**config.mk**
```make
export PLATFORM = sky130hd
export DESIGN_NAME = utf8_word_tokenizer
export DESIGN_NICKNAME = d
export VERILOG_FILES = /design/src/rtl/uwt_pkg.sv /design/src/rtl/uwt_csr.sv /design/src/rtl/uwt_core.sv /design/src/rtl/uwt_rsp_queue.sv /design/src/rtl/utf8_word_tokenizer.sv
export SDC_FILE = /design/constraint.sdc
export NUM_CORES = 1
export LEC_CHECK = 0
export BUFFER_PORTS_ARGS = -buffer_cell sky130_fd_sc_hd__buf_2
export CORE_AREA = 2 2 343 175
export DETAILED_ROUTE_END_ITERATION = 16
export DIE_AREA = 0 0 345 177
export GPL_ROUTABILITY_DRIVEN = 0
export SYNTH_ARGS = -nofsm -noshare
export SYNTH_HDL_FRONTEND = slang
export SYNTH_SLANG_ARGS = --single-unit
```
**constraint.sdc**
```tcl
create_clock -name clock -period 39.2 [get_ports clock]
set_clock_uncertainty 0.1 [all_clocks]
set_input_delay 3.92 -clock clock [delete_from_list [all_inputs] [get_ports clock]]
set_output_delay 3.92 -clock clock [all_outputs]
set_load 0.01 [all_outputs]
```
**src/rtl/uwt_pkg.sv**
```systemverilog
package uwt_pkg;

   localparam int CODE_BITS = 21;
   localparam int WORD_BITS = 16;
   localparam int CSR_CHARS = 4;

   localparam logic [2:0] CSR_EXTRA_COUNT = 3'd0;
   localparam logic [2:0] CSR_EXTRA_A     = 3'd1;
   localparam logic [2:0] CSR_EXTRA_D     = 3'd4;

   localparam logic [7:0] LEAD_FOUR  = 8'hF0;
   localparam logic [7:0] LEAD_THREE = 8'hE0;
   localparam logic [7:0] LEAD_TWO   = 8'hC0;
   localparam logic [7:0] CONT_MASK  = 8'hC0;
   localparam logic [7:0] CONT_TAG   = 8'h80;

   localparam logic [CODE_BITS-1:0] CP_ASCII_END  = 21'h000080;
   localparam logic [CODE_BITS-1:0] CP_LOWER_A    = 21'h000061;
   localparam logic [CODE_BITS-1:0] CP_LOWER_Z    = 21'h00007A;
   localparam logic [CODE_BITS-1:0] CP_UPPER_A    = 21'h000041;
   localparam logic [CODE_BITS-1:0] CP_UPPER_Z    = 21'h00005A;
   localparam logic [CODE_BITS-1:0] CP_DIGIT_0    = 21'h000030;
   localparam logic [CODE_BITS-1:0] CP_DIGIT_9    = 21'h000039;
   localparam logic [CODE_BITS-1:0] CP_APOS       = 21'h000027;
   localparam logic [CODE_BITS-1:0] CP_HYPHEN     = 21'h00002D;
   localparam logic [CODE_BITS-1:0] CP_RSQUOTE    = 21'h002019;
   localparam logic [CODE_BITS-1:0] CP_LATIN1_END = 21'h0000BF;
   localparam logic [CODE_BITS-1:0] CP_TIMES      = 21'h0000D7;
   localparam logic [CODE_BITS-1:0] CP_DIVIDE     = 21'h0000F7;
   localparam logic [CODE_BITS-1:0] CP_PUNCT_LO   = 21'h002000;
   localparam logic [CODE_BITS-1:0] CP_PUNCT_HI   = 21'h00206F;

   typedef enum logic [1:0] {
      KIND_LETTER,
      KIND_DIGIT,
      KIND_APOS,
      KIND_BREAK
   } kind_type;

   typedef struct packed {
      logic                 word_valid;
      logic [WORD_BITS-1:0] first_byte;
      logic [WORD_BITS-1:0] end_byte;
      logic [WORD_BITS-1:0] start_char;
      logic [WORD_BITS-1:0] char_length;
      logic                 text_done;
      logic                 run_last;
   } rsp_type;

   function automatic kind_type classify(input logic [CODE_BITS-1:0] code);
      kind_type k;
      if (code < CP_ASCII_END) begin
         if ((code >= CP_LOWER_A && code <= CP_LOWER_Z) ||
             (code >= CP_UPPER_A && code <= CP_UPPER_Z)) begin
            k = KIND_LETTER;
         end else if (code >= CP_DIGIT_0 && code <= CP_DIGIT_9) begin
            k = KIND_DIGIT;
         end else if (code == CP_APOS) begin
            k = KIND_APOS;
         end else begin
            k = KIND_BREAK;
         end
      end else if (code == CP_RSQUOTE) begin
         k = KIND_APOS;
      end else if (code <= CP_LATIN1_END) begin
         k = KIND_BREAK;
      end else if (code == CP_TIMES || code == CP_DIVIDE) begin
         k = KIND_BREAK;
      end else if (code >= CP_PUNCT_LO && code <= CP_PUNCT_HI) begin
         k = KIND_BREAK;
      end else begin
         k = KIND_LETTER;
      end
      return k;
   endfunction

endpackage

```
**src/rtl/uwt_csr.sv**
```systemverilog
module uwt_csr #(
   parameter int EXTRA_CHARS = 4
) (
   input  logic                         clock,
   input  logic                         reset,
   input  logic                         csr_write,
   input  logic [2:0]                   csr_index,
   input  logic [uwt_pkg::CODE_BITS-1:0] csr_data,
   input  logic [uwt_pkg::CODE_BITS-1:0] match_code,
   output logic                         code_is_extra
);
   import uwt_pkg::*;

   logic [2:0]           count_ff;
   logic [CODE_BITS-1:0] char_ff [CSR_CHARS];

   always_ff @(posedge clock) begin
      if (reset) begin
         count_ff <= '0;
         for (int i = 0; i < CSR_CHARS; i++) begin
            char_ff[i] <= '0;
         end
      end else if (csr_write) begin
         priority if (csr_index == CSR_EXTRA_COUNT) begin
            count_ff <= csr_data[2:0];
         end else if (csr_index >= CSR_EXTRA_A && csr_index <= CSR_EXTRA_D &&
                      int'(csr_index) <= EXTRA_CHARS) begin
            char_ff[2'(csr_index - CSR_EXTRA_A)] <= csr_data;
         end
      end
   end

   // entries past the writable ones stay zero
   always_comb begin
      code_is_extra = 1'b0;
      for (int i = 0; i < EXTRA_CHARS; i++) begin
         if (i < int'(count_ff)) begin
            if (i < CSR_CHARS) begin
               if (char_ff[2'(i)] == match_code) code_is_extra = 1'b1;
            end else if (match_code == '0) begin
               code_is_extra = 1'b1;
            end
         end
      end
      if (match_code == CP_HYPHEN) code_is_extra = 1'b0;
   end

endmodule

```
**src/rtl/uwt_core.sv**
```systemverilog
module uwt_core #(
   parameter int OFFSET_BITS = 16
) (
   input  logic                         clock,
   input  logic                         reset,
   input  logic                         fire,
   input  logic [7:0]                   text_byte,
   input  logic                         final_byte,
   output logic [uwt_pkg::CODE_BITS-1:0] char_code,
   input  logic                         code_is_extra,
   output logic [1:0]                   rsp_count,
   output uwt_pkg::rsp_type             rsp_first,
   output uwt_pkg::rsp_type             rsp_second
);
   import uwt_pkg::*;

   localparam int OB = OFFSET_BITS;

   function automatic logic [OB-1:0] sat_add(input logic [OB-1:0] a, input logic [2:0] n);
      logic [OB:0] s;
      s = {1'b0, a} + (OB+1)'(n);
      return s[OB] ? '1 : s[OB-1:0];
   endfunction

   logic [CODE_BITS-1:0] partial_ff, partial_in;
   logic [1:0]           expected_ff, expected_in;
   logic [1:0]           buffered_ff, buffered_in;
   logic [OB-1:0]        byte_pos_ff, byte_pos_in;
   logic [OB-1:0]        char_pos_ff, char_pos_in;
   logic                 in_word_ff, in_word_in;
   logic                 has_digit_ff, has_digit_in;
   logic [OB-1:0]        start_byte_ff, start_byte_in;
   logic [OB-1:0]        start_char_ff, start_char_in;
   logic [OB-1:0]        core_byte_ff, core_byte_in;
   logic [OB-1:0]        core_char_ff, core_char_in;

   logic                 is_cont, pending, drop;
   logic [1:0]           drop_n;
   logic [CODE_BITS-1:0] cont_code, seq_partial;
   logic [1:0]           seq_expected, seq_buffered;
   logic                 char_take, char_valid;
   logic [2:0]           char_len;
   kind_type             kind;
   logic [OB-1:0]        pos_a, cpos_a;
   logic                 in_word_a, digit_a;
   logic [OB-1:0]        pos_b, cpos_b, start_b, cstart_b, core_b, ccore_b;
   logic                 in_word_b, digit_b;
   logic                 word_one, word_two;
   logic [OB-1:0]        len_one, len_two;
   rsp_type              rec_one, rec_two, rec_empty;

   // utf-8 sequence tracking
   always_comb begin
      is_cont      = (text_byte & CONT_MASK) == CONT_TAG;
      pending      = expected_ff != 2'd0;
      drop         = pending && !is_cont;
      drop_n       = drop ? buffered_ff : 2'd0;
      cont_code    = {partial_ff[CODE_BITS-7:0], text_byte[5:0]};
      seq_partial  = '0;
      seq_expected = 2'd0;
      seq_buffered = 2'd0;
      char_take    = 1'b0;
      char_valid   = 1'b0;
      char_len     = 3'd1;
      char_code    = {{(CODE_BITS-8){1'b0}}, text_byte};
      if (pending && is_cont) begin
         if (expected_ff == 2'd1) begin
            char_take  = 1'b1;
            char_valid = 1'b1;
            char_len   = {1'b0, buffered_ff} + 3'd1;
            char_code  = cont_code;
         end else begin
            seq_partial  = cont_code;
            seq_expected = expected_ff - 2'd1;
            seq_buffered = buffered_ff + 2'd1;
         end
      end else begin
         priority if (!text_byte[7]) begin
            char_take  = 1'b1;
            char_valid = 1'b1;
         end else if (text_byte >= LEAD_FOUR) begin
            seq_partial  = {{(CODE_BITS-3){1'b0}}, text_byte[2:0]};
            seq_expected = 2'd3;
            seq_buffered = 2'd1;
         end else if (text_byte >= LEAD_THREE) begin
            seq_partial  = {{(CODE_BITS-4){1'b0}}, text_byte[3:0]};
            seq_expected = 2'd2;
            seq_buffered = 2'd1;
         end else if (text_byte >= LEAD_TWO) begin
            seq_partial  = {{(CODE_BITS-5){1'b0}}, text_byte[4:0]};
            seq_expected = 2'd1;
            seq_buffered = 2'd1;
         end else begin
            char_take = 1'b1;
         end
      end
   end

   always_comb begin
      if (!char_valid) begin
         kind = KIND_BREAK;
      end else begin
         kind = classify(char_code);
         if (kind == KIND_BREAK && code_is_extra) kind = KIND_APOS;
      end
   end

   // word tracking: dropped bytes first, then the decoded character
   always_comb begin
      pos_a     = sat_add(byte_pos_ff, {1'b0, drop_n});
      cpos_a    = sat_add(char_pos_ff, {1'b0, drop_n});
      in_word_a = in_word_ff && !drop;
      digit_a   = has_digit_ff && !drop;
      word_one  = (drop || (char_take && kind == KIND_BREAK)) && in_word_ff &&
                  !has_digit_ff && (core_byte_ff > start_byte_ff);

      in_word_b = in_word_a;
      digit_b   = digit_a;
      start_b   = start_byte_ff;
      cstart_b  = start_char_ff;
      core_b    = core_byte_ff;
      ccore_b   = core_char_ff;
      pos_b     = pos_a;
      cpos_b    = cpos_a;
      if (char_take) begin
         pos_b  = sat_add(pos_a, char_len);
         cpos_b = sat_add(cpos_a, 3'd1);
         unique case (kind)
            KIND_BREAK: begin
               in_word_b = 1'b0;
               digit_b   = 1'b0;
            end
            KIND_LETTER, KIND_DIGIT: begin
               if (!in_word_a) begin
                  start_b  = pos_a;
                  cstart_b = cpos_a;
               end
               in_word_b = 1'b1;
               if (kind == KIND_DIGIT) digit_b = 1'b1;
               core_b  = sat_add(pos_a, char_len);
               ccore_b = sat_add(cpos_a, 3'd1);
            end
            default: begin
            end
         endcase
      end
      word_two = final_byte && in_word_b && !digit_b && (core_b > start_b);
   end

   always_comb begin
      if (final_byte) begin
         partial_in    = '0;
         expected_in   = 2'd0;
         buffered_in   = 2'd0;
         byte_pos_in   = '0;
         char_pos_in   = '0;
         in_word_in    = 1'b0;
         has_digit_in  = 1'b0;
         start_byte_in = '0;
         start_char_in = '0;
         core_byte_in  = '0;
         core_char_in  = '0;
      end else begin
         partial_in    = seq_partial;
         expected_in   = seq_expected;
         buffered_in   = seq_buffered;
         byte_pos_in   = pos_b;
         char_pos_in   = cpos_b;
         in_word_in    = in_word_b;
         has_digit_in  = digit_b;
         start_byte_in = start_b;
         start_char_in = cstart_b;
         core_byte_in  = core_b;
         core_char_in  = ccore_b;
      end
   end

   always_ff @(posedge clock) begin
      if (reset) begin
         partial_ff    <= '0;
         expected_ff   <= 2'd0;
         buffered_ff   <= 2'd0;
         byte_pos_ff   <= '0;
         char_pos_ff   <= '0;
         in_word_ff    <= 1'b0;
         has_digit_ff  <= 1'b0;
         start_byte_ff <= '0;
         start_char_ff <= '0;
         core_byte_ff  <= '0;
         core_char_ff  <= '0;
      end else if (fire) begin
         partial_ff    <= partial_in;
         expected_ff   <= expected_in;
         buffered_ff   <= buffered_in;
         byte_pos_ff   <= byte_pos_in;
         char_pos_ff   <= char_pos_in;
         in_word_ff    <= in_word_in;
         has_digit_ff  <= has_digit_in;
         start_byte_ff <= start_byte_in;
         start_char_ff <= start_char_in;
         core_byte_ff  <= core_byte_in;
         core_char_ff  <= core_char_in;
      end
   end

   // result records
   always_comb begin
      len_one = core_char_ff - start_char_ff;
      len_two = ccore_b - cstart_b;

      rec_one.word_valid  = 1'b1;
      rec_one.first_byte  = WORD_BITS'(start_byte_ff);
      rec_one.end_byte    = WORD_BITS'(core_byte_ff);
      rec_one.start_char  = WORD_BITS'(start_char_ff);
      rec_one.char_length = WORD_BITS'(len_one);
      rec_one.text_done   = 1'b0;
      rec_one.run_last    = 1'b0;

      rec_two.word_valid  = 1'b1;
      rec_two.first_byte  = WORD_BITS'(start_b);
      rec_two.end_byte    = WORD_BITS'(core_b);
      rec_two.start_char  = WORD_BITS'(cstart_b);
      rec_two.char_length = WORD_BITS'(len_two);
      rec_two.text_done   = 1'b1;
      rec_two.run_last    = 1'b1;

      rec_empty           = '0;
      rec_empty.text_done = 1'b1;
      rec_empty.run_last  = 1'b1;

      rsp_first  = rec_empty;
      rsp_second = rec_two;
      rsp_count  = 2'd0;
      unique case ({word_one, word_two})
         2'b11: begin
            rsp_first  = rec_one;
            rsp_second = rec_two;
            rsp_count  = 2'd2;
         end
         2'b10: begin
            rsp_first           = rec_one;
            rsp_first.run_last  = 1'b1;
            rsp_first.text_done = final_byte;
            rsp_count           = 2'd1;
         end
         2'b01: begin
            rsp_first = rec_two;
            rsp_count = 2'd1;
         end
         default: begin
            rsp_first = rec_empty;
            rsp_count = final_byte ? 2'd1 : 2'd0;
         end
      endcase
   end

endmodule

```
**src/rtl/uwt_rsp_queue.sv**
```systemverilog
module uwt_rsp_queue (
   input  logic             clock,
   input  logic             reset,
   input  logic [1:0]       push_count,
   input  uwt_pkg::rsp_type push_first,
   input  uwt_pkg::rsp_type push_second,
   input  logic             pop,
   output logic [1:0]       space,
   output logic             head_valid,
   output uwt_pkg::rsp_type head
);
   import uwt_pkg::*;

   logic [1:0] count_ff, count_in;
   rsp_type    entry_ff [2];
   rsp_type    entry_in [2];
   logic [1:0] remain;

   assign head_valid = count_ff != 2'd0;
   assign head       = entry_ff[0];
   assign space      = 2'd2 - count_ff + {1'b0, pop};

   always_comb begin
      remain      = count_ff - {1'b0, pop};
      entry_in[0] = pop ? entry_ff[1] : entry_ff[0];
      entry_in[1] = entry_ff[1];
      if (push_count != 2'd0) begin
         if (remain == 2'd0) begin
            entry_in[0] = push_first;
            entry_in[1] = push_second;
         end else begin
            entry_in[1] = push_first;
         end
      end
      count_in = remain + push_count;
   end

   always_ff @(posedge clock) begin
      if (reset) begin
         count_ff <= 2'd0;
      end else begin
         count_ff <= count_in;
      end
   end

   always_ff @(posedge clock) begin
      entry_ff[0] <= entry_in[0];
      entry_ff[1] <= entry_in[1];
   end

endmodule

```
**src/rtl/utf8_word_tokenizer.sv**
```systemverilog
// path: a taken request is held in the input register, and its results are written into the queue
// throughput: one byte per cycle while the queue has room; results drain one per cycle through a
//    two-entry queue, so a byte that closes two words holds the input until the queue has room
//    for both, and longer while the receiver stalls
// reset: synchronous, active high; clears decode and word state and the extra character
//    registers to zero, and empties the input register and the queue
module utf8_word_tokenizer #(
   parameter int EXTRA_CHARS = 4,
   parameter int OFFSET_BITS = 16
) (
   input  logic                         clock,
   input  logic                         reset,
   input  logic                         req_valid,
   output logic                         req_ready,
   input  logic [7:0]                   req_text_byte,
   input  logic                         req_final_byte,
   output logic                         rsp_valid,
   input  logic                         rsp_ready,
   output logic                         rsp_word_valid,
   output logic [uwt_pkg::WORD_BITS-1:0] rsp_start_byte,
   output logic [uwt_pkg::WORD_BITS-1:0] rsp_end_byte,
   output logic [uwt_pkg::WORD_BITS-1:0] rsp_start_char,
   output logic [uwt_pkg::WORD_BITS-1:0] rsp_char_length,
   output logic                         rsp_text_done,
   output logic                         rsp_run_last,
   input  logic                         csr_write,
   input  logic [2:0]                   csr_index,
   input  logic [uwt_pkg::CODE_BITS-1:0] csr_data
);
   import uwt_pkg::*;

   logic                 in_valid_ff;
   logic [7:0]           byte_ff;
   logic                 final_ff;
   logic                 fire;
   logic                 pop;
   logic [1:0]           space;
   logic [1:0]           rsp_count;
   logic [CODE_BITS-1:0] char_code;
   logic                 code_is_extra;
   rsp_type              rsp_first, rsp_second, head;

   assign pop       = rsp_valid && rsp_ready;
   assign fire      = in_valid_ff && (rsp_count <= space);
   assign req_ready = !in_valid_ff || fire;

   always_ff @(posedge clock) begin
      if (reset) begin
         in_valid_ff <= 1'b0;
      end else if (req_ready) begin
         in_valid_ff <= req_valid;
      end
   end

   always_ff @(posedge clock) begin
      if (req_ready && req_valid) begin
         byte_ff  <= req_text_byte;
         final_ff <= req_final_byte;
      end
   end

   uwt_csr #(
      .EXTRA_CHARS(EXTRA_CHARS)
   ) u_csr (
      .clock         (clock),
      .reset         (reset),
      .csr_write     (csr_write),
      .csr_index     (csr_index),
      .csr_data      (csr_data),
      .match_code    (char_code),
      .code_is_extra (code_is_extra)
   );

   uwt_core #(
      .OFFSET_BITS(OFFSET_BITS)
   ) u_core (
      .clock         (clock),
      .reset         (reset),
      .fire          (fire),
      .text_byte     (byte_ff),
      .final_byte    (final_ff),
      .char_code     (char_code),
      .code_is_extra (code_is_extra),
      .rsp_count     (rsp_count),
      .rsp_first     (rsp_first),
      .rsp_second    (rsp_second)
   );

   uwt_rsp_queue u_queue (
      .clock       (clock),
      .reset       (reset),
      .push_count  (fire ? rsp_count : 2'd0),
      .push_first  (rsp_first),
      .push_second (rsp_second),
      .pop         (pop),
      .space       (space),
      .head_valid  (rsp_valid),
      .head        (head)
   );

   assign rsp_word_valid  = head.word_valid;
   assign rsp_start_byte  = head.first_byte;
   assign rsp_end_byte    = head.end_byte;
   assign rsp_start_char  = head.start_char;
   assign rsp_char_length = head.char_length;
   assign rsp_text_done   = head.text_done;
   assign rsp_run_last    = head.run_last;

endmodule
```
After elaboration in Yosys (flattened, before gate mapping)
Memory sizes are Yosys's and may differ from the RTL's.
Index checks and enable logic that the tools add are counted.
Cells by class
  reductions and logical operators: 40
  order comparisons: 23
  add/subtract/negate cells: 14
  divide/modulo/power cells: 0
  eq/ne operators: 17
  $mul: 0
  shift-type cells: 0
  muxes and demuxes: 100
  bitwise logic cells: 0
Operators with widths (count)
  $mux 16: 22
  $mux 67: 3
  $pmux 67 s3: 1
  $mux 134: 1
  $eq 21x21->1: 4
  $mux 15: 5
  $mux 21: 3
  $mux 2: 25
  $eq 21x6->1 const B: 2
  $eq 21x8->1 const B: 2
  $ge 21x7->1 const B: 2
  $le 21x7->1 const B: 2
  $add 16x2->17: 2
  $mux 1: 33
  $gt 16x16->1: 2
  $sub 16x16->16: 2
  $ge 8x8->1 const B: 3
  $eq 21x14->1 const B: 1
  $ge 21x14->1 const B: 1
  $ge 21x6->1 const B: 1
  $le 21x14->1 const B: 1
  $le 21x6->1 const B: 1
  $le 21x8->1 const B: 1
  $logic_and 1x1->1: 21
  29 further kinds: 53
Storage, ports and cells
  bits in latches: 0
  word-level logic and storage cells: 212
  memories kept: 2
  output and inout bits: 69
  flip-flop bits (word level): 132
  bits in read-only memories: 0
  memory bits (writable): 218
Memory list
  u_queue.entry_ff: depth 2, bits a word 67, read ports 2, clocked after memory_dff 0, wr ports 2, RTL line uwt_rsp_queue.sv:15  | rsp_type entry_ff [2];
  u_csr.char_ff: depth 4, bits a word 21, read ports 4, clocked after memory_dff 0, wr ports 4, RTL line uwt_csr.sv:15  | logic [CODE_BITS-1:0] char_ff [CSR_CHARS];

Longest topological paths before layout
Gate-level depths: netlist of run 1.
  word-level depth: 31
  gate-level depth with buffers: 48
  mapped depth without buffers: 43

By module
A second synthesis of run 1 with hierarchy kept.
Unflattened totals
  cell total of the unflattened synthesis: 2413
  area total of the unflattened synthesis: 22392.7 µm²
Modules (own cells, without submodules)
  uwt_core: sequential area each 2342.2 µm², times used 1, cells each 1515, area each 11073.1 µm²
  uwt_rsp_queue: sequential area each 3393.3 µm², times used 1, cells each 525, area each 6434.9 µm²
  uwt_csr: sequential area each 2582.5 µm², times used 1, cells each 348, area each 4474.3 µm²
  utf8_word_tokenizer: sequential area each 290.3 µm², times used 1, cells each 25, area each 410.4 µm²

Least setup slack after synthesis of run 1
No wires, ideal clock.
  path type: reg-to-reg
  start: reg byte_ff[7]
  end: mem u_queue.entry_ff[0][34] (netlist bit)
  setup slack: 25.833 ns
  data required time: 39.024 ns
  period minus slack after synthesis: 13.367 ns
  setup time: 0.076 ns
  arrival time: 13.191 ns
  stages on the path, launching flop included: 46
  path buffers: 6
  cells stage by stage: edfxtp_1 clkbuf_1 nor2b_1 clkbuf_1 nor2_1 and2_1 ha_1 fa_1 nand3_1 nor2_1 nand2_1 nand2b_1 ha_1 inv_1 fa_1 inv_1 a21oi_1 a21oi_1 [10 not listed] nor2b_1 o21ai_0 o311ai_0 o2111ai_1 a2111o_1 ha_1 clkbuf_1 mux2i_1 ha_1 nor2b_1 o21ai_0 nand2_1 o21ai_0 and2_1 clkbuf_1 nand2b_1 clkbuf_1 o22ai_1
RTL lines
  from (decl): RTL line utf8_word_tokenizer.sv:33  | logic [7:0] byte_ff;
  from (signal assigned): RTL line utf8_word_tokenizer.sv:57  | byte_ff <= req_text_byte;
  to (decl): RTL line uwt_rsp_queue.sv:15

Worst setup path after layout of run 1
  start: reg byte_ff[7]
  end: out req_ready
Between the ends
  cells in the longest elaborated chain, start to end: 29
Ends and longest elaborated chain
  branches (longest 25 deep; another with $ge 21x14->1)
  $pmux 2 s2 *: RTL line uwt_core.sv:234  | unique case ({word_one, word_two})
  $le 2x2->1 *: RTL line utf8_word_tokenizer.sv:44  | assign fire = in_valid_ff && (rsp_count <= space);
  $logic_and 1x1->1 *: RTL line utf8_word_tokenizer.sv:44
  $logic_or 1x1->1 *: RTL line utf8_word_tokenizer.sv:45  | assign req_ready = !in_valid_ff || fire;
  to (decl): RTL line utf8_word_tokenizer.sv:14  | output logic req_ready,
Every way passes the cells marked *. The select of a mux whose other input is x is not followed.

==> impl_metrics.csv, run 1 <==
group,metric,value,unit
outcome,outcome,"finished, final reports clean",
floorplanning,die_w,345,um
setup_path,crit_required,35.18,ns
setup_path,cp_max_fo,63,
setup_path,crit_path_end_kind,"output port",
route,dr_total_vias,19200,
global_route,global_route.usage.met1,34.6,%
clock_network,clkTransAtPathRegs,0.06,ns
timing,drv_slew,0,
yosys,synth_fa_ha_area_share,5.24,%
route,dr.pass1.iters,8,
route,routed_wl,70300,um
timing,period_minus_slack,14.09,ns
place,placed_cell_area,0.0226,mm^2
clock_network,cts_tree,"done",
setup_path,rrSetupSlack,26.96,ns
power,power,0.00126,W
job,drv_cap,0,
yosys,synth_most_common_cell,"nand2_1",
global_route,busiest_layer,"met1",
yosys,synth_area_per_cell,8.81,um^2
setup_path,reg2reg_depth,44,
cells_and_area,drive_above_1_share,11.1,%
setup_path,slowest_stage,"or2_1",
place,io_buffers,106,
global_route,use_met3,5.35,%
route,viasPerCell,5.90,
cells_and_area,finalNetCount,2571,
power,p_per_area,53.0,mW/mm^2
cells_and_area,design_area,0.0238,mm^2
yosys,synthArstFlopShare,0,%
timing,fmax,71.0,MHz
yosys,synthMuxAreaShare,3.31,%
cells_and_area,area_growth,8.33,%
yosys,synthDominantCellAreaShare,21.9,%
setup_path,start_kind,"flip-flop",
hold_path,hp-start,"u_queue.entry_ff[0][9]",
global_route,grt_pass1_wl,107000,um
place,dpl.hpwl,50100,um
clock_network,clock_path_buffers,3,
floorplanning,coreArea,0.0583,mm^2
clock_network,postCtsResizedCells,0,
floorplanning,fp-row-count,63,
clock_network,cts_buffers,36,
route,detail-route-antenna-nets,0,
route,drt_iter0_drc,2419,
global_route,grt_overflow,0,
clock_network,insertion_delay,0.57,ns
yosys,synth_common_cells,"nand2_1 (323), nor2_1 (247), dfxtp_1 (190)",
hold_path,min_to,"u_queue.entry_ff[0][9]",
floorplanning,ios,107,
setup_path,rr_startpoint,"byte_ff[7]",
yosys,syn-num-nets,2617,
yosys,synth_area,0.0219,mm^2
timing,finalCritPeriodShare,35.9,%
setup_path,critPathTopFamily,"compound AO/OA/AOI/OAI gates",
timing,tns,0,ns
route,avgRoutedWirePerCell,21.6,um
global_route,grt_max_degree,69,
yosys,synthSimpleGateAreaFrac,20.6,%
route,drc,0,
clock_network,holdBufCountCts,0,
global_route,antenna_found_initial,1,
setup_path,crit_arrival,10.07,ns
setup_path,cpPeakStageDelay,0.69,ns
yosys,synth_xor_area_share,5.05,%
timing,setup_viol,0,
cells_and_area,fillCellCount,5818,
setup_path,path_class,"reg -> out",
yosys,ys_warn_count,0,
timing,hold_viol_final,0,
yosys,synth.distinct_cells,106,
yosys,synth_top_family_by_area,"simple AND/OR/NAND/NOR gates",
clock_network,post_cts_buffers,0,
yosys,yosysSeqAreaShare,39.2,%
yosys,yosysTopAreaCell,"edfxtp_1",
timing,slew_headroom,18.3,%
clock_network,root_buffer,"clkbuf_16",
cells_and_area,antenna_cells,0,
global_route,grt_pass1_vias,17700,
global_route,grtUsageTotal,22.5,%
setup_path,reg2reg_to,"u_queue.entry_ff[0][49]",
global_route,met2_usage,31.1,%
floorplanning,start_util,37.6,%
yosys,yosys_register_bits,350,
setup_path,critPathBufInv,5,
yosys,synthFlopType,"dfxtp_1",
timing,worstMarginPinSlew,1.22,ns
yosys,synthTopCellsByArea,"edfxtp_1 (22%), dfxtp_1 (17%), nand2_1 (5.5%)",
power,leakage,8.69,nW
power,peakVddDrop,0.0561,mV
floorplanning,dieArea,0.0611,mm^2
hold_path,hold_path_depth,2,
yosys,postSynthCellCount,2491,
hold_path,hp-class,"reg -> reg",
clock_network,htreeDepth,2,
timing,rsz0062_at_grt,"false",
yosys,synth-compound-area-share,20.0,%
yosys,synth_edf_count,160,
floorplanning,fp.dieH,177,um
clock_network,clock_sinks,350,
==> per-layer routing <==
layer,up-vias,wire (um)
li1,8794,-
met1,9375,34000
met2,920,27600
met3,99,7590
met4,2,1180
met5,-,8
==> sequential cells by signal, summed over array words and instances (netlist names) <==
name	cells
u_queue.entry_ff	134
u_csr.char_ff	84
u_core.byte_pos_ff	16
u_core.char_pos_ff	16
u_core.core_byte_ff	16
u_core.core_char_ff	16
u_core.start_byte_ff	16
u_core.start_char_ff	16
u_core.partial_ff	15
byte_ff	8
u_csr.count_ff	3
u_core.buffered_ff	2
u_core.expected_ff	2
u_queue.count_ff	2
final_ff	1
in_valid_ff	1
u_core.has_digit_ff	1
u_core.in_word_ff	1
==> cell families after synthesis <==
group	Yosys count
and+or+nand+nor	924
muxes	70
AOI/OAI and AO/OA	638
buffers and inverters	295
adders and majority gates	89
xor gates and xnor gates	125
DFF	350
==> worst reg2reg max path: cells and delay by family (launching register included) <==
family | cells | cell delay [ns]
and+or+nand+nor | 16 | 4.31
buffers and inverters | 5 | 1.64
DFF | 1 | 0.66
muxes | 1 | 0.50
AOI/OAI and AO/OA | 15 | 3.04
adders and majority gates | 7 | 1.92
==> stage by stage <==
stage	hold slack (ns)	worst slack [ns]	utilization [%]	instances
CTS	0.381	25.22	40.7	3253
global route	0.395	24.43	40.7	3253
floorplan	0.351	25.83	-	2491
global placement	0.367	26.10	38.7	3187
detailed placement	0.370	25.84	38.7	3187
finish	0.376	25.11	40.7	3253
==> cells in the final DEF, fill, tap and decap left out, drive strengths merged, types with 19 or more instances in the layout <==
| cell type | count |
|---|---|
| mux2i | 60 |
| nand2b | 22 |
| a21oi | 151 |
| nor4bb | 24 |
| xnor2 | 70 |
| buf | 140 |
| nand2 | 327 |
| nor2 | 249 |
| a21o | 33 |
| a22oi | 93 |
| a2bb2oi | 19 |
| dfxtp | 190 |
| inv | 74 |
| a31oi | 69 |
| ha | 83 |
| nor3 | 29 |
| clkbuf | 52 |
| nor4 | 20 |
| o32ai | 23 |
| edfxtp | 160 |
| xor2 | 54 |
| and2 | 102 |
| or2 | 37 |
| o21ai | 110 |
| nand4 | 27 |
| o22ai | 20 |
| nand3 | 32 |
==> worst max-delay path by stage <==
stage               cells past startpoint  slack [ns]                       to       start
finish                                 38       25.11                req_ready  byte_ff[7]
global route                           38       24.43                req_ready  byte_ff[7]
CTS                                    38       25.22                req_ready  byte_ff[7]
detailed placement                     38       25.84                req_ready  byte_ff[7]
global placement                       38       26.10                req_ready  byte_ff[7]
floorplan                              45       25.83  u_queue.entry_ff[0][34]  byte_ff[7]
==> power breakdown <==
group	switching [W]	leakage, nW	total (W)	internal [W]
Sequential	0.0000333	3.07	0.000477	0.000444
Combinational	0.000280	5.06	0.000427	0.000147
Clock	0.000156	0.566	0.000356	0.000201
Total	0.000468	8.69	0.00126	0.000792
==> cell type report <==
cell class / instances / area, um^2 / share of cell area (%)
multi-input combinational: 1846 / 12000 / 50.3
sequential: 350 / 8610 / 36.2
clock buffer: 52 / 1010 / 4.26
tap: 780 / 976 / 4.11
timing repair buffer: 140 / 788 / 3.32
inverter: 71 / 267 / 1.12
clock inverter: 14 / 154 / 0.647
(Power assumes the default switching activity.)
==> run 2: changes to the inputs <==
- clock period: 39.2 -> 14.5 ns (I/O delays scaled with it)
==> run 2 against run 1 <==
  * Critical endpoint is now u_core.partial_ff[4]
  * Critical path depth is 3 higher
  * Via count is 1.2% lower
  * Routed wire length is 0.84% lower
  * Cell count hardly changed
  * Sequential share of layout area hardly changed
  * Die area stayed put
  * Setup slack worse by 22 ns
  * Register-to-register slack worse by 24 ns
  * Combinational power grew to 2.7 times the previous value
  * Clock power grew to 2.7 times the previous value
  * Total power grew to 2.7 times the previous value
  * Hold slack worse by 0.0021 ns
==> impl_metrics.csv, run 2 (same netlist as run 1, synthesis figures left out) <==
group,metric,value,unit
timing,tns,0,ns
place,placed_cell_area,0.0226,mm^2
floorplanning,fp.dieH,177,um
cells_and_area,largest_reg_flops,134,
clock_network,root_buffer,"clkbuf_16",
clock_network,holdBufCountCts,0,
setup_path,path_class,"reg -> reg",
cells_and_area,top_register,"u_queue.entry_ff",
clock_network,postCtsResizedCells,0,
clock_network,htreeDepth,2,
global_route,grt_pass1_vias,17600,
clock_network,clock_path_buffers,3,
clock_network,cts_buffers,36,
timing,hold_slack,0.374,ns
floorplanning,ios,107,
route,avgRoutedWirePerCell,21.5,um
clock_network,post_cts_buffers,0,
cells_and_area,area_growth,8.36,%
setup_path,crit_arrival,12.22,ns
timing,setup_viol,0,
route,dr_total_vias,19000,
cells_and_area,drive_above_1_share,11.1,%
setup_path,cpPeakStageDelay,0.82,ns
global_route,antenna_found_initial,0,
cells_and_area,fillCellCount,5710,
clock_network,clkTransAtPathRegs,0.06,ns
place,dpl.hpwl,50100,um
global_route,grtUsageTotal,22.2,%
floorplanning,dieArea,0.0611,mm^2
timing,finalCritPeriodShare,81.8,%
route,routed_wl,69700,um
setup_path,critPathBufInv,4,
timing,rsz0062_at_grt,"false",
route,viasPerCell,5.84,
route,detail-route-antenna-nets,0,
clock_network,cts_tree,"done",
clock_network,clock_sinks,350,
global_route,grt_pass1_wl,106000,um
clock_network,insertion_delay,0.58,ns
cells_and_area,finalNetCount,2568,
setup_path,slowest_stage,"nor2_4",
cells_and_area,design_area,0.0238,mm^2
global_route,grt_max_degree,102,
floorplanning,start_util,37.6,%
global_route,grt_overflow,0,
timing,worstMarginPinSlew,1.21,ns
route,dr.pass1.iters,6,
floorplanning,coreArea,0.0583,mm^2
power,p_per_area,143,mW/mm^2
timing,drv_slew,0,
timing,hold_viol_final,0,
setup_path,start_kind,"flip-flop",
place,io_buffers,106,
cells_and_area,mostFrequentLayoutCells,"nand2_1 (319), nor2_1 (245), dfxtp_1 (190), edfxtp_1 (160), a21oi_1 (148)",
outcome,outcome,"finished, final reports clean",
floorplanning,die_w,345,um
cells_and_area,reg.largest.list,"u_queue.entry_ff (134), u_csr.char_ff (84)",
job,drv_cap,0,
setup_path,critPathTopFamily,"simple AND/OR/NAND/NOR gates",
route,drt_iter0_drc,1962,
timing,slew_headroom,19.2,%
timing,fmax,84.3,MHz
power,leakage,8.69,nW
setup_path,cp_max_fo,63,
cells_and_area,layout_commonest_cell,"nand2_1",
floorplanning,fp-row-count,63,
hold_path,hp-class,"reg -> reg",
setup_path,crit_path_end_kind,"flip-flop",
power,peakVddDrop,0.103,mV
route,drc,0,
timing,period_minus_slack,11.86,ns
setup_path,crit_required,14.86,ns
[run 2: cell types whose count changed in the layout (fill, tap and decap cells not counted)]
cell	previous run	this run
clkinv_4	0	1
clkbuf_1	12	11
clkbuf_16	37	38
bufinv_16	3	2
clkbuf_8	3	5
buf_4	35	32
clkinv_8	0	1
clkinv_1	4	2
clkinv_2	3	1
diode_2	0	1
[run 2: final cells by class]
cell class	count	area, um^2	share of cell area (%)
clock buffer	54	1060	4.46
sequential	350	8610	36.2
antenna	1	2.50	0.0105
multi-input combinational	1846	12000	50.3
tap	780	976	4.10
clock inverter	11	131	0.553
timing repair buffer	137	766	3.22
inverter	71	267	1.12
[run 2: final timing paths]
kind                                             start                      to  slack, ns  cells after the start
worst max-delay path                        byte_ff[7]    u_core.partial_ff[4]       2.64                     41
worst min-delay path            u_queue.entry_ff[0][4]  u_queue.entry_ff[0][4]       0.37                      2
worst max register to register              byte_ff[7]    u_core.partial_ff[4]       2.64                     41
worst min register to register  u_queue.entry_ff[0][4]  u_queue.entry_ff[0][4]       0.37                      2
[run 2: per-layer routing]
metal  wire (um)  share of wire (%)  track usage [%]
met2       27600                 40             30.8
met4         916                1.3             3.87
met1       33800                 48             34.2
met3        7410                 11             5.99
met5           0                  0                0
[run 2: tightest hold or removal path, cell delays in order (launching register included)]
cell	delay [ns]
dfxtp_1	0.31
nand2_1	0.05
a31oi_1	0.07
[run 2: stage by stage]
stage | total power [W] | utilization, % | setup WS [ns] | instances
after global placement | 0.00241 | 38.7 | 3.36 | 3184
after detailed placement | 0.00243 | 38.7 | 2.82 | 3184
after global routing | 0.00359 | 40.8 | 1.76 | 3249
after CTS | 0.00341 | 40.8 | 2.81 | 3249
after floorplan | 0.00216 | - | 1.13 | 2491
final | 0.00341 | 40.8 | 2.64 | 3250
[run 2: report_power, final]
group	leakage [nW]	internal, W	total [W]	switching, W
Sequential	3.07	0.00120	0.00129	0.0000933
Combinational	5.05	0.000394	0.00114	0.000749
Clock	0.577	0.000547	0.000973	0.000426
Total	8.69	0.00214	0.00341	0.00127
